File: src/tpe_pkg.sv
// shared types and constants for the tape pair edit distance unit
`timescale 1ns / 1ps
`default_nettype none
package tpe_pkg;

    localparam int TOKEN_W     = 16;
    localparam int DEPTH_W     = 4;
    localparam int PREFIX_W    = 4;
    localparam int DIST_W      = 5;
    localparam int SUM_W       = 11;
    localparam int COUNT_W     = 7;
    localparam int MEAN_W      = 13;
    localparam int FRAC_BITS   = 8;
    localparam int NUM_W       = SUM_W + FRAC_BITS + 1;
    localparam int STEP_W      = $clog2(NUM_W + 1);
    localparam int QUEUE_DEPTH = 2;
    localparam int QPTR_W      = $clog2(QUEUE_DEPTH);
    localparam int QCNT_W      = $clog2(QUEUE_DEPTH + 1);

    localparam logic [PREFIX_W-1:0] PREFIX_MAX = '1;
    localparam logic [SUM_W-1:0]    SUM_MAX    = '1;
    localparam logic [COUNT_W-1:0]  COUNT_MAX  = '1;
    localparam logic [NUM_W-1:0]    MEAN_MAX   = NUM_W'((1 << MEAN_W) - 1);

    typedef struct packed {
        logic [COUNT_W-1:0] count;
        logic [SUM_W-1:0]   sum;
    } t_pair;

endpackage
`default_nettype wire

File: src/tpe_front.sv
// front end: shared prefix tracking, per-tape distance, sum and shared count
`timescale 1ns / 1ps
`default_nettype none
module tpe_front (
    input  wire logic                         i_clk,
    input  wire logic                         i_rst_n,
    input  wire logic                         i_accept,
    input  wire logic [tpe_pkg::TOKEN_W-1:0]  i_token_a,
    input  wire logic [tpe_pkg::TOKEN_W-1:0]  i_token_b,
    input  wire logic                         i_recovered_a,
    input  wire logic                         i_recovered_b,
    input  wire logic [tpe_pkg::DEPTH_W-1:0]  i_depth_a,
    input  wire logic [tpe_pkg::DEPTH_W-1:0]  i_depth_b,
    input  wire logic                         i_last_site,
    input  wire logic                         i_last_tape,
    output tpe_pkg::t_pair                    o_push_data,
    output logic                              o_push
);
    import tpe_pkg::*;

    logic [PREFIX_W-1:0] r_plen, n_plen;
    logic                r_run, n_run;
    logic [SUM_W-1:0]    r_sum, n_sum;
    logic [COUNT_W-1:0]  r_cnt, n_cnt;
    logic [DIST_W-1:0]   total, twice, tape_dist;
    logic [SUM_W:0]      sum_add;
    logic                shared;

    always_comb begin
        n_plen = r_plen;
        n_run  = r_run;
        if (r_run) begin
            if (i_token_a != '0 && i_token_a == i_token_b) begin
                if (r_plen != PREFIX_MAX) begin
                    n_plen = r_plen + 1'b1;
                end
            end else begin
                n_run = 1'b0;
            end
        end
    end

    assign total     = DIST_W'(i_depth_a) + DIST_W'(i_depth_b);
    assign twice     = {n_plen, 1'b0};
    assign tape_dist = (total > twice) ? (total - twice) : '0;
    assign sum_add   = {1'b0, r_sum} + (SUM_W + 1)'(tape_dist);
    assign shared    = i_recovered_a && i_recovered_b;

    always_comb begin
        n_sum = r_sum;
        n_cnt = r_cnt;
        if (i_last_site && shared) begin
            n_sum = sum_add[SUM_W] ? SUM_MAX : sum_add[SUM_W-1:0];
            n_cnt = (r_cnt == COUNT_MAX) ? r_cnt : r_cnt + 1'b1;
        end
    end

    assign o_push            = i_accept && i_last_site && i_last_tape;
    assign o_push_data.count = n_cnt;
    assign o_push_data.sum   = n_sum;

    always_ff @(posedge i_clk) begin
        if (!i_rst_n) begin
            r_plen <= '0;
            r_run  <= 1'b1;
            r_sum  <= '0;
            r_cnt  <= '0;
        end else if (i_accept) begin
            if (i_last_site) begin
                r_plen <= '0;
                r_run  <= 1'b1;
            end else begin
                r_plen <= n_plen;
                r_run  <= n_run;
            end
            if (i_last_site && i_last_tape) begin
                r_sum <= '0;
                r_cnt <= '0;
            end else begin
                r_sum <= n_sum;
                r_cnt <= n_cnt;
            end
        end
    end

endmodule
`default_nettype wire

File: src/tpe_queue.sv
// short queue of finished pair totals between front and back
`timescale 1ns / 1ps
`default_nettype none
module tpe_queue (
    input  wire logic   i_clk,
    input  wire logic   i_rst_n,
    input  wire logic   i_push,
    input  wire tpe_pkg::t_pair i_push_data,
    output logic        o_not_full,
    input  wire logic   i_pop,
    output logic        o_not_empty,
    output tpe_pkg::t_pair o_pop_data
);
    import tpe_pkg::*;

    t_pair              r_mem [QUEUE_DEPTH];
    logic [QPTR_W-1:0]  r_wptr, r_rptr;
    logic [QCNT_W-1:0]  r_fill;
    logic               do_push, do_pop;

    assign o_not_full  = (r_fill != QCNT_W'(QUEUE_DEPTH));
    assign o_not_empty = (r_fill != '0);
    assign do_push     = i_push && o_not_full;
    assign do_pop      = i_pop && o_not_empty;
    assign o_pop_data  = r_mem[r_rptr];

    always_ff @(posedge i_clk) begin
        if (do_push) begin
            r_mem[r_wptr] <= i_push_data;
        end
    end

    always_ff @(posedge i_clk) begin
        if (!i_rst_n) begin
            r_wptr <= '0;
            r_rptr <= '0;
            r_fill <= '0;
        end else begin
            if (do_push) begin
                r_wptr <= (r_wptr == QPTR_W'(QUEUE_DEPTH - 1)) ? '0 : r_wptr + 1'b1;
            end
            if (do_pop) begin
                r_rptr <= (r_rptr == QPTR_W'(QUEUE_DEPTH - 1)) ? '0 : r_rptr + 1'b1;
            end
            if (do_push && !do_pop) begin
                r_fill <= r_fill + 1'b1;
            end else if (do_pop && !do_push) begin
                r_fill <= r_fill - 1'b1;
            end
        end
    end

endmodule
`default_nettype wire

File: src/tpe_back.sv
// back end: bit-serial mean divider and output register
`timescale 1ns / 1ps
`default_nettype none
module tpe_back (
    input  wire logic                        i_clk,
    input  wire logic                        i_rst_n,
    input  wire logic                        i_pair_valid,
    input  wire tpe_pkg::t_pair              i_pair,
    output logic                             o_pop,
    output logic                             o_valid,
    input  wire logic                        i_ready,
    output logic                             o_has_shared,
    output logic [tpe_pkg::COUNT_W-1:0]      o_shared_tapes,
    output logic [tpe_pkg::SUM_W-1:0]        o_distance_sum,
    output logic [tpe_pkg::MEAN_W-1:0]       o_mean_distance
);
    import tpe_pkg::*;

    localparam logic [1:0] S_IDLE = 2'd0;
    localparam logic [1:0] S_DIV  = 2'd1;
    localparam logic [1:0] S_DONE = 2'd2;

    logic [1:0]         r_state;
    logic [STEP_W-1:0]  r_step;
    logic [NUM_W-1:0]   r_quo;
    logic [COUNT_W-1:0] r_rem, r_div;
    logic [SUM_W-1:0]   r_sum;
    logic               r_ovalid, r_ohas;
    logic [COUNT_W-1:0] r_ocnt;
    logic [SUM_W-1:0]   r_osum;
    logic [MEAN_W-1:0]  r_omean;

    logic [COUNT_W:0]   rem_sh, rem_diff;
    logic               ge;
    logic [NUM_W-1:0]   num;
    logic               out_free;

    assign rem_sh   = {r_rem, r_quo[NUM_W-1]};
    assign rem_diff = rem_sh - {1'b0, r_div};
    assign ge       = (rem_sh >= {1'b0, r_div});
    assign num      = {1'b0, i_pair.sum, {FRAC_BITS{1'b0}}}
                    + NUM_W'(i_pair.count >> 1);
    assign out_free = !r_ovalid || i_ready;
    assign o_pop    = (r_state == S_IDLE) && i_pair_valid;

    always_ff @(posedge i_clk) begin
        if (!i_rst_n) begin
            r_state  <= S_IDLE;
            r_step   <= '0;
        end else begin
            unique case (r_state)
                S_IDLE: begin
                    if (i_pair_valid) begin
                        r_step  <= '0;
                        r_state <= (i_pair.count == '0) ? S_DONE : S_DIV;
                    end
                end
                S_DIV: begin
                    r_step <= r_step + 1'b1;
                    if (r_step == STEP_W'(NUM_W - 1)) begin
                        r_state <= S_DONE;
                    end
                end
                S_DONE: begin
                    if (out_free) begin
                        r_state  <= S_IDLE;
                    end
                end
                default: begin
                    r_state <= S_IDLE;
                end
            endcase
        end
    end

    always_ff @(posedge i_clk) begin
        if (!i_rst_n) begin
            r_ovalid <= 1'b0;
        end else if (r_state == S_DONE && out_free) begin
            r_ovalid <= 1'b1;
        end else if (i_ready) begin
            r_ovalid <= 1'b0;
        end
    end

    always_ff @(posedge i_clk) begin
        if (o_pop) begin
            r_div <= i_pair.count;
            r_sum <= i_pair.sum;
            r_rem <= '0;
            r_quo <= (i_pair.count == '0) ? '0 : num;
        end else if (r_state == S_DIV) begin
            r_rem <= ge ? rem_diff[COUNT_W-1:0] : rem_sh[COUNT_W-1:0];
            r_quo <= {r_quo[NUM_W-2:0], ge};
        end
        if (r_state == S_DONE && out_free) begin
            r_ohas  <= (r_div != '0);
            r_ocnt  <= r_div;
            r_osum  <= r_sum;
            r_omean <= (r_quo > MEAN_MAX) ? MEAN_MAX[MEAN_W-1:0] : r_quo[MEAN_W-1:0];
        end
    end

    assign o_valid         = r_ovalid;
    assign o_has_shared    = r_ohas;
    assign o_shared_tapes  = r_ocnt;
    assign o_distance_sum  = r_osum;
    assign o_mean_distance = r_omean;

    a_na_is_zero: assert property (@(posedge i_clk) disable iff (!i_rst_n)
        r_ovalid && !r_ohas |-> (r_ocnt == '0) && (r_osum == '0) && (r_omean == '0))
        else $error("no-shared result carries nonzero fields");

    a_has_matches_count: assert property (@(posedge i_clk) disable iff (!i_rst_n)
        r_ovalid |-> (r_ohas == (r_ocnt != '0)))
        else $error("has_shared disagrees with shared count");

    a_div_nonzero: assert property (@(posedge i_clk) disable iff (!i_rst_n)
        r_state == S_DIV |-> (r_div != '0) && (r_step < STEP_W'(NUM_W)))
        else $error("divider running with zero divisor or past its step count");

    a_no_pop_busy: assert property (@(posedge i_clk) disable iff (!i_rst_n)
        r_state == S_DIV && r_step != STEP_W'(NUM_W - 1) |=> r_state == S_DIV)
        else $error("divider left early");

endmodule
`default_nettype wire

File: src/tape_pair_edit_distance_unit.sv
// top level of the tape pair edit distance unit
//
// Sites stream in one per cycle: the front end tracks the shared prefix of each
// tape and folds every tape that both cells recovered into a saturating sum and
// count. The item carrying last_site and last_tape closes the pair and pushes its
// count and sum into a two-entry queue. The back end takes one pair at a time and
// forms the mean with a restoring divider that retires one quotient bit per cycle;
// the front keeps taking sites meanwhile and stalls only when the queue is full.
// The result waits in an output register until taken; the divider may work on the
// next pair meanwhile.
`timescale 1ns / 1ps
`default_nettype none
module tape_pair_edit_distance_unit (
    input  wire logic                         i_clk,
    input  wire logic                         i_rst_n,
    input  wire logic                         i_valid,
    output logic                              o_ready,
    input  wire logic [tpe_pkg::TOKEN_W-1:0]  i_token_a,
    input  wire logic [tpe_pkg::TOKEN_W-1:0]  i_token_b,
    input  wire logic                         i_recovered_a,
    input  wire logic                         i_recovered_b,
    input  wire logic [tpe_pkg::DEPTH_W-1:0]  i_depth_a,
    input  wire logic [tpe_pkg::DEPTH_W-1:0]  i_depth_b,
    input  wire logic                         i_last_site,
    input  wire logic                         i_last_tape,
    output logic                              o_valid,
    input  wire logic                         i_ready,
    output logic                              o_has_shared,
    output logic [tpe_pkg::COUNT_W-1:0]       o_shared_tapes,
    output logic [tpe_pkg::SUM_W-1:0]         o_distance_sum,
    output logic [tpe_pkg::MEAN_W-1:0]        o_mean_distance
);
    import tpe_pkg::*;

    t_pair push_data, pop_data;
    logic  push, q_not_full, q_not_empty, pop;

    assign o_ready = q_not_full;

    tpe_front u_front (
        .i_clk         (i_clk),
        .i_rst_n       (i_rst_n),
        .i_accept      (i_valid && q_not_full),
        .i_token_a     (i_token_a),
        .i_token_b     (i_token_b),
        .i_recovered_a (i_recovered_a),
        .i_recovered_b (i_recovered_b),
        .i_depth_a     (i_depth_a),
        .i_depth_b     (i_depth_b),
        .i_last_site   (i_last_site),
        .i_last_tape   (i_last_tape),
        .o_push_data   (push_data),
        .o_push        (push)
    );

    tpe_queue u_queue (
        .i_clk       (i_clk),
        .i_rst_n     (i_rst_n),
        .i_push      (push),
        .i_push_data (push_data),
        .o_not_full  (q_not_full),
        .i_pop       (pop),
        .o_not_empty (q_not_empty),
        .o_pop_data  (pop_data)
    );

    tpe_back u_back (
        .i_clk           (i_clk),
        .i_rst_n         (i_rst_n),
        .i_pair_valid    (q_not_empty),
        .i_pair          (pop_data),
        .o_pop           (pop),
        .o_valid         (o_valid),
        .i_ready         (i_ready),
        .o_has_shared    (o_has_shared),
        .o_shared_tapes  (o_shared_tapes),
        .o_distance_sum  (o_distance_sum),
        .o_mean_distance (o_mean_distance)
    );

endmodule
`default_nettype wire
File: config.mk
export PLATFORM = sky130hd
export DESIGN_NAME = tape_pair_edit_distance_unit
export DESIGN_NICKNAME = d
export VERILOG_FILES = /design/src/tpe_pkg.sv /design/src/tpe_front.sv /design/src/tpe_queue.sv /design/src/tpe_back.sv /design/src/tape_pair_edit_distance_unit.sv
export SDC_FILE = /design/constraint.sdc
export NUM_CORES = 1
export LEC_CHECK = 0
export ABC_AREA = 1
export BUFFER_PORTS_ARGS = -buffer_cell sky130_fd_sc_hd__buf_2
export CAP_MARGIN = 40
export CORE_MARGIN = 4
export CORE_UTILIZATION = 40
export DETAILED_ROUTE_END_ITERATION = 8
export PLACE_DENSITY = 0.65
export SLEW_MARGIN = 20
export SYNTH_ARGS = -nofsm -noshare
export SYNTH_HDL_FRONTEND = slang
export SYNTH_SLANG_ARGS = --single-unit
File: constraint.sdc
create_clock -name i_clk -period 4.3 [get_ports i_clk]
set_input_delay 0.43 -clock i_clk [delete_from_list [all_inputs] [get_ports i_clk]]
set_output_delay 0.43 -clock i_clk [all_outputs]
set_load 0.005 [all_outputs]
== Yosys cells after proc, flatten, opt, wreduce, memory -nomap -nowiden ==
Memories as Yosys holds them, arrays and structs flattened. A register that Yosys moved wholly into a read port is not among the register bits.
Index checks and enable logic that the tools add are counted.
Cells by class
  $add $sub $neg: 12
  $lt $le $gt $ge: 3
  eq/ne operators: 10
  muxes and demuxes: 35
  reduce and logical (&&, ||, !) cells: 28
Operator list (number)
  20-bit 2-to-1 mux: 3
  11-bit 2-to-1 mux: 3
  7-bit 2-to-1 mux: 4
  19-bit by 6-bit adder with 20-bit output: 1
  20-bit by 13-bit greater-than comparator with 1-bit output (second input constant): 1
  16-bit equality test: 1
  4-bit 2-to-1 mux: 4
  16-bit nonzero test: 1
  1-bit logical AND: 13
  11-bit by 5-bit adder with 12-bit output: 1
  2-bit 2-to-1 mux: 6
  1-bit 2-to-1 mux: 11
  5-bit 2-to-1 mux: 2
  5-bit case mux with 2 select lines: 1
  2-bit nonzero test: 5
  8-bit by 7-bit greater-or-equal comparator with 1-bit output: 1
  7-bit by 1-bit adder with 7-bit output (second input constant): 1
  7-bit equality test (second input constant): 1
  7-bit logical NOT: 1
  7-bit nonzero test: 1
  7-bit subtractor: 1
  2-bit by 1-bit inequality test with 1-bit output (second input constant): 3
  2-bit case mux with 3 select lines: 1
  4-bit by 4-bit adder with 5-bit output: 1
  other kinds (17): 20
Word-level totals
  register bits after elaboration: 112
  bits in writable memories: 36
  logic and storage cells: 107
  memories: 1
Memories
  u_queue.r_mem: depth 2, width 18, read ports 1, clocked after Yosys merged registers in 1, wr ports 1, line tpe_queue.sv:16  | t_pair r_mem [QUEUE_DEPTH];

== Logic depth before layout (Yosys ltp) ==
  depth after elaboration: 10
  gate-level depth with buffers: 27
  depth with buffers taken out: 27

== By module ==
From an unflattened synthesis, not the netlist that was laid out.
Second synthesis, totals
  cell total of the unflattened synthesis: 854
  area total of the unflattened synthesis: 7706.1 µm²
By module, submodules not included
  tpe_back: times used 1, cells each 329, area each 3638.5 µm², seq. area each 2402.3 µm²
  tpe_front: times used 1, cells each 430, area each 2467.4 µm², seq. area each 460.4 µm²
  tpe_queue: times used 1, cells each 93, area each 1592.8 µm², seq. area each 1181.1 µm²
  tape_pair_edit_distance_unit: times used 1, cells each 2, area each 7.5 µm², seq. area each 0.0 µm²

== Worst setup path after synthesis ==
OpenSTA, ideal clock, no wires.
  path type: input port to flip-flop
  start: input i_token_a[6] (netlist bit)
  end: memory u_queue.r_mem[0][10] (netlist bit), data pin
  arrival: 3.354 ns
  data required time: 4.033 ns
  slack: 0.679 ns
  cell stages on the path: 24
  path buffers: 0
  path through: inv_1 > nand2_1 > nand2_1 > nor2_1 > nand2_1 > nor2_1 > nand4_1 > nand2_1 > nand2_1 > ha_1 > inv_1 > nor2_1 > o21a_1 > o21ai_0 > nor2_1 > ha_1 > fa_1 > nand3_1 > nand2_1 > nand2_1 > nand2_1 > nand3b_1 > xor2_1 > nand2_1
RTL lines
  start, declared: line tape_pair_edit_distance_unit.sv:18  | input wire logic [tpe_pkg::TOKEN_W-1:0] i_token_a,
  end, declared: line tpe_queue.sv:16

==> out/metrics.yaml <==
run_status:
  outcome: "finished, final reports clean"
global_route:
  overflow: 0
  grtUsageTotal: 0.144
  grt_max_degree: 47
  grt_pass1_wl_um: 24000
  antenna_found_initial: 0
  grt_pass1_vias: 5165
hold_path:
  min-delay-start: "i_rst_n"
  worstHoldPathType: "input pin to register"
  worst_hold_path.endpoint: "u_front.r_run"
  whs_path_depth: 2
worst_setup_path:
  cpPeakStageDelay_ns: 0.39
  rr_endpoint: "u_queue.r_mem[1][4]"
  r2r_cells: 20
  crit_path_max_fanout: 10
  r2r-start: "u_front.r_plen[0]"
  crit_chain: "ha_1 -> nand2_1 -> nor2_1 -> inv_1 -> nand4_1 -> nand2_1 -> and2_1 -> ha_1 -> fa_1 -> nor2_1 -> o21a_1 -> o21ai_2 -> nor2_1 -> ha_1 -> nand3_1 -> nand3_1 -> a21oi_1 -> nor2_2 -> nand3_2 -> nand3_1"
  rrSetupSlack_ns: 0.56
  worstPathRequired_ns: 4.42
  critPathLaunchType: "register"
  crit_type: "register to register"
  slowest_stage: "fa_1"
  crit_arrival_ns: 3.86
  endpoint_kind: "register"
clock_tree:
  clkTransAtPathRegs_ns: 0.06
  clk_path_buf_depth: 2
  tritoncts: "yes"
  htreeDepth: 4
  clock-sinks: 149
  clk_latency_ns: 0.41
  postCtsSetupRepairBufs: 0
  cts_made_buffers: 17
  cts_root_buf: "clkbuf_16"
  ctsHoldBuffers: 0
logic_synthesis:
  netlist_area_um2: 7390
  ys_top_cells_by_count: "271 x nand2_1, 112 x inv_1, 106 x edfxtp_1, 61 x nor2_1, 51 x a21oi_1"
  synth_fa_ha_area_frac: 0.0515
  synthFlopType: "edfxtp_1"
  synth_top_family_by_area: "simple AND/OR/NAND/NOR gates"
  ys_seq_area_frac: 0.547
  synthArstFlopShare: 0
  synth_simple_gate_area_frac: 0.233
  syn_area_per_cell_um2: 8.80
  synth_compound_area_frac: 0.0789
  ys_seq_elements: 149
  syn-num-nets: 916
  synth_top_area_share: 0.431
  syn_inst: 840
  synth.top_cells.by_area: "edfxtp_1 43%, nand2_1 14%, dfxtp_1 12%, inv_1 5.7%, ha_1 4.1%"
  synth_mux_area_frac: 0
  synth_xor_area_frac: 0.0166
  yosysWarnings: 0
  synth_cell_type_count: 47
  synth_edf_count: 106
  yosys.area.top_type: "edfxtp_1"
  synth.most_common_cell: "nand2_1"
timing:
  max_freq_mhz: 267
  slew_headroom: 0.446
  final-setup-viol-count: 0
  maxSlewViolCount: 0
  worst_pin_slew_ns: 0.831
  finalCritPeriodShare: 0.870
  finClkSkew_ns: 0.00729
  rsz0062_at_grt: "false"
  tns_ns: 0
  fin_crit_ns: 3.74
  finalHoldViolations: 0
detailed_routing:
  wl_per_cell_um: 12.3
  drt_iter0_markers: 348
  drc: 0
  first_pass_iters: 4
  antenna_left: 0
  vias_per_cell: 4.74
  vias: 5559
  wl_um: 14400
run:
  maxCapViolations: 0
power_and_ir_drop:
  power_density_nw_per_um2: 572
  power.leakage_nw: 3.79
  ir_drop_uv: 297
placed_design:
  io_buffers: 81
  dp.cells: 1141
  dpl.hpwl_um: 10500
  place.gp.congestion: 0.861
die:
  top_level_ports: 82
  rows: 49
  die_area_um2: 20700
  fp.dieW_um: 144
  chipHeight_um: 144
  core_um2: 18100
  start_util: 0.409
finish:
  layout.nets: 1008
  drive_gt1_frac: 0.154
  n_antenna_cell: 0
  syn2layout_area_growth_pct: 18.4
  finalNonFillerCells: 1173
[worst max-delay path: cells and delay by family (launching register included)]
family                     cells  cell delay [ns]
DFF                            1             0.38
buffers and inverters          1             0.08
AOI/OAI and AO/OA              3             0.43
adders and majority gates      4             1.08
and+or+nand+nor               12             1.49
[per-layer routing]
metal / global-route usage / part of all wire / wire (um)
met5: 0 / 0 / 0
met2: 0.235 / 0.46 / 6580
met1: 0.193 / 0.48 / 7000
met3: 0.0303 / 0.045 / 649
met4: 0.0436 / 0.014 / 208
[power breakdown]
part	switching (W)	leakage [nW]	internal, W
logic	0.000861	2.17	0.000422
registers	0.000162	1.32	0.00198
clock network	0.000556	0.310	0.00103
total	0.00158	3.79	0.00343
[final cells by class]
type | instances | area, um2
clock inverter | 13 | 208
multi-input combinational | 557 | 2840
tap | 229 | 287
clock buffer | 18 | 429
inverter | 118 | 447
sequential | 149 | 4040
timing repair buffer | 89 | 502
fill | 1667 | 9340
[stage by stage]
step / cell area [um2] / hold slack (ns) / total power, W / util / setup WS (ns)
4_1_cts: 8730 / 0.274 / 0.00503 / 0.483 / 0.390
3_3_place_gp: 8040 / 0.406 / 0.00339 / 0.444 / 0.0762
5_1_grt: 8750 / 0.288 / 0.00532 / 0.484 / 0.0616
3_5_place_dp: 8100 / 0.408 / 0.00342 / 0.448 / 0.0890
6_report: 8750 / 0.293 / 0.00500 / 0.484 / 0.558
2_1_floorplan: 7390 / 0.400 / 0.00306 / - / 0.679
[placed cells by master, fill, tap and decap left out, drive strengths merged, types with 2 or more instances in the layout]
cell / Yosys / layout
clkbuf: 10 / 18
nand3: 41 / 41
inv: 116 / 116
a211oi: 3 / 3
nand3b: 2 / 2
nor3b: 2 / 2
fa: 4 / 4
and2: 2 / 2
bufinv: 0 / 5
dfxtp: 43 / 43
ha: 24 / 24
nor4: 3 / 3
xor2: 8 / 8
o211ai: 4 / 4
xnor2: 6 / 6
or2: 4 / 4
o21ai: 34 / 34
clkinv: 2 / 9
nor3: 4 / 4
buf: 6 / 89
a31oi: 2 / 2
nor2: 65 / 65
nand4: 14 / 14
edfxtp: 106 / 106
a22oi: 2 / 2
nand2: 273 / 273
a21oi: 54 / 54
[state kept, by name (all words and copies together) (netlist names), named ones only]
name,count
u_back.r_rem,7
u_back.o_mean_distance,13
u_queue.r_rptr,1
u_front.r_run,1
u_back.r_quo,20
u_back.o_distance_sum,11
u_front.r_sum,11
u_back.r_state,2
u_queue.r_mem,36
u_back.r_div,7
u_back.o_shared_tapes,7
u_back.o_valid,1
u_back.r_sum,11
u_front.r_plen,4
u_back.r_step,5
u_front.r_cnt,7
u_queue.r_fill,2
u_back.o_has_shared,1
u_queue.r_wptr,1
[logic make-up (layout without fill, tap and decap cells)]
kind of cell,Yosys count,count (layout)
compound gates,104,104
simple gates,411,411
fa+ha+maj,28,28
flops,149,149
xor+xnor,14,14
buf+inv,134,238
[timing repair]
action / 4_1_cts / 5_1_grt
hold endpoints to repair: 0 / 0
gates resized for setup: 0 / 2
setup endpoints to repair: 0 / 30
[worst max path at each step]
stage                                  from              endpoint  slack (ns)  cells after the start
after global routing          u_front.r_run      u_front.r_sum[6]        0.06                     24
final                     u_front.r_plen[0]   u_queue.r_mem[1][4]        0.56                     20
after global placement         i_token_a[6]      u_front.r_sum[6]        0.08                     27
after detailed placement       i_token_a[6]   u_queue.r_mem[0][6]        0.09                     25
after CTS                     u_front.r_run   u_queue.r_mem[1][6]        0.39                     22
after floorplan                i_token_a[6]  u_queue.r_mem[0][10]        0.68                     24
Note: power is estimated with default switching activity, not from simulation.
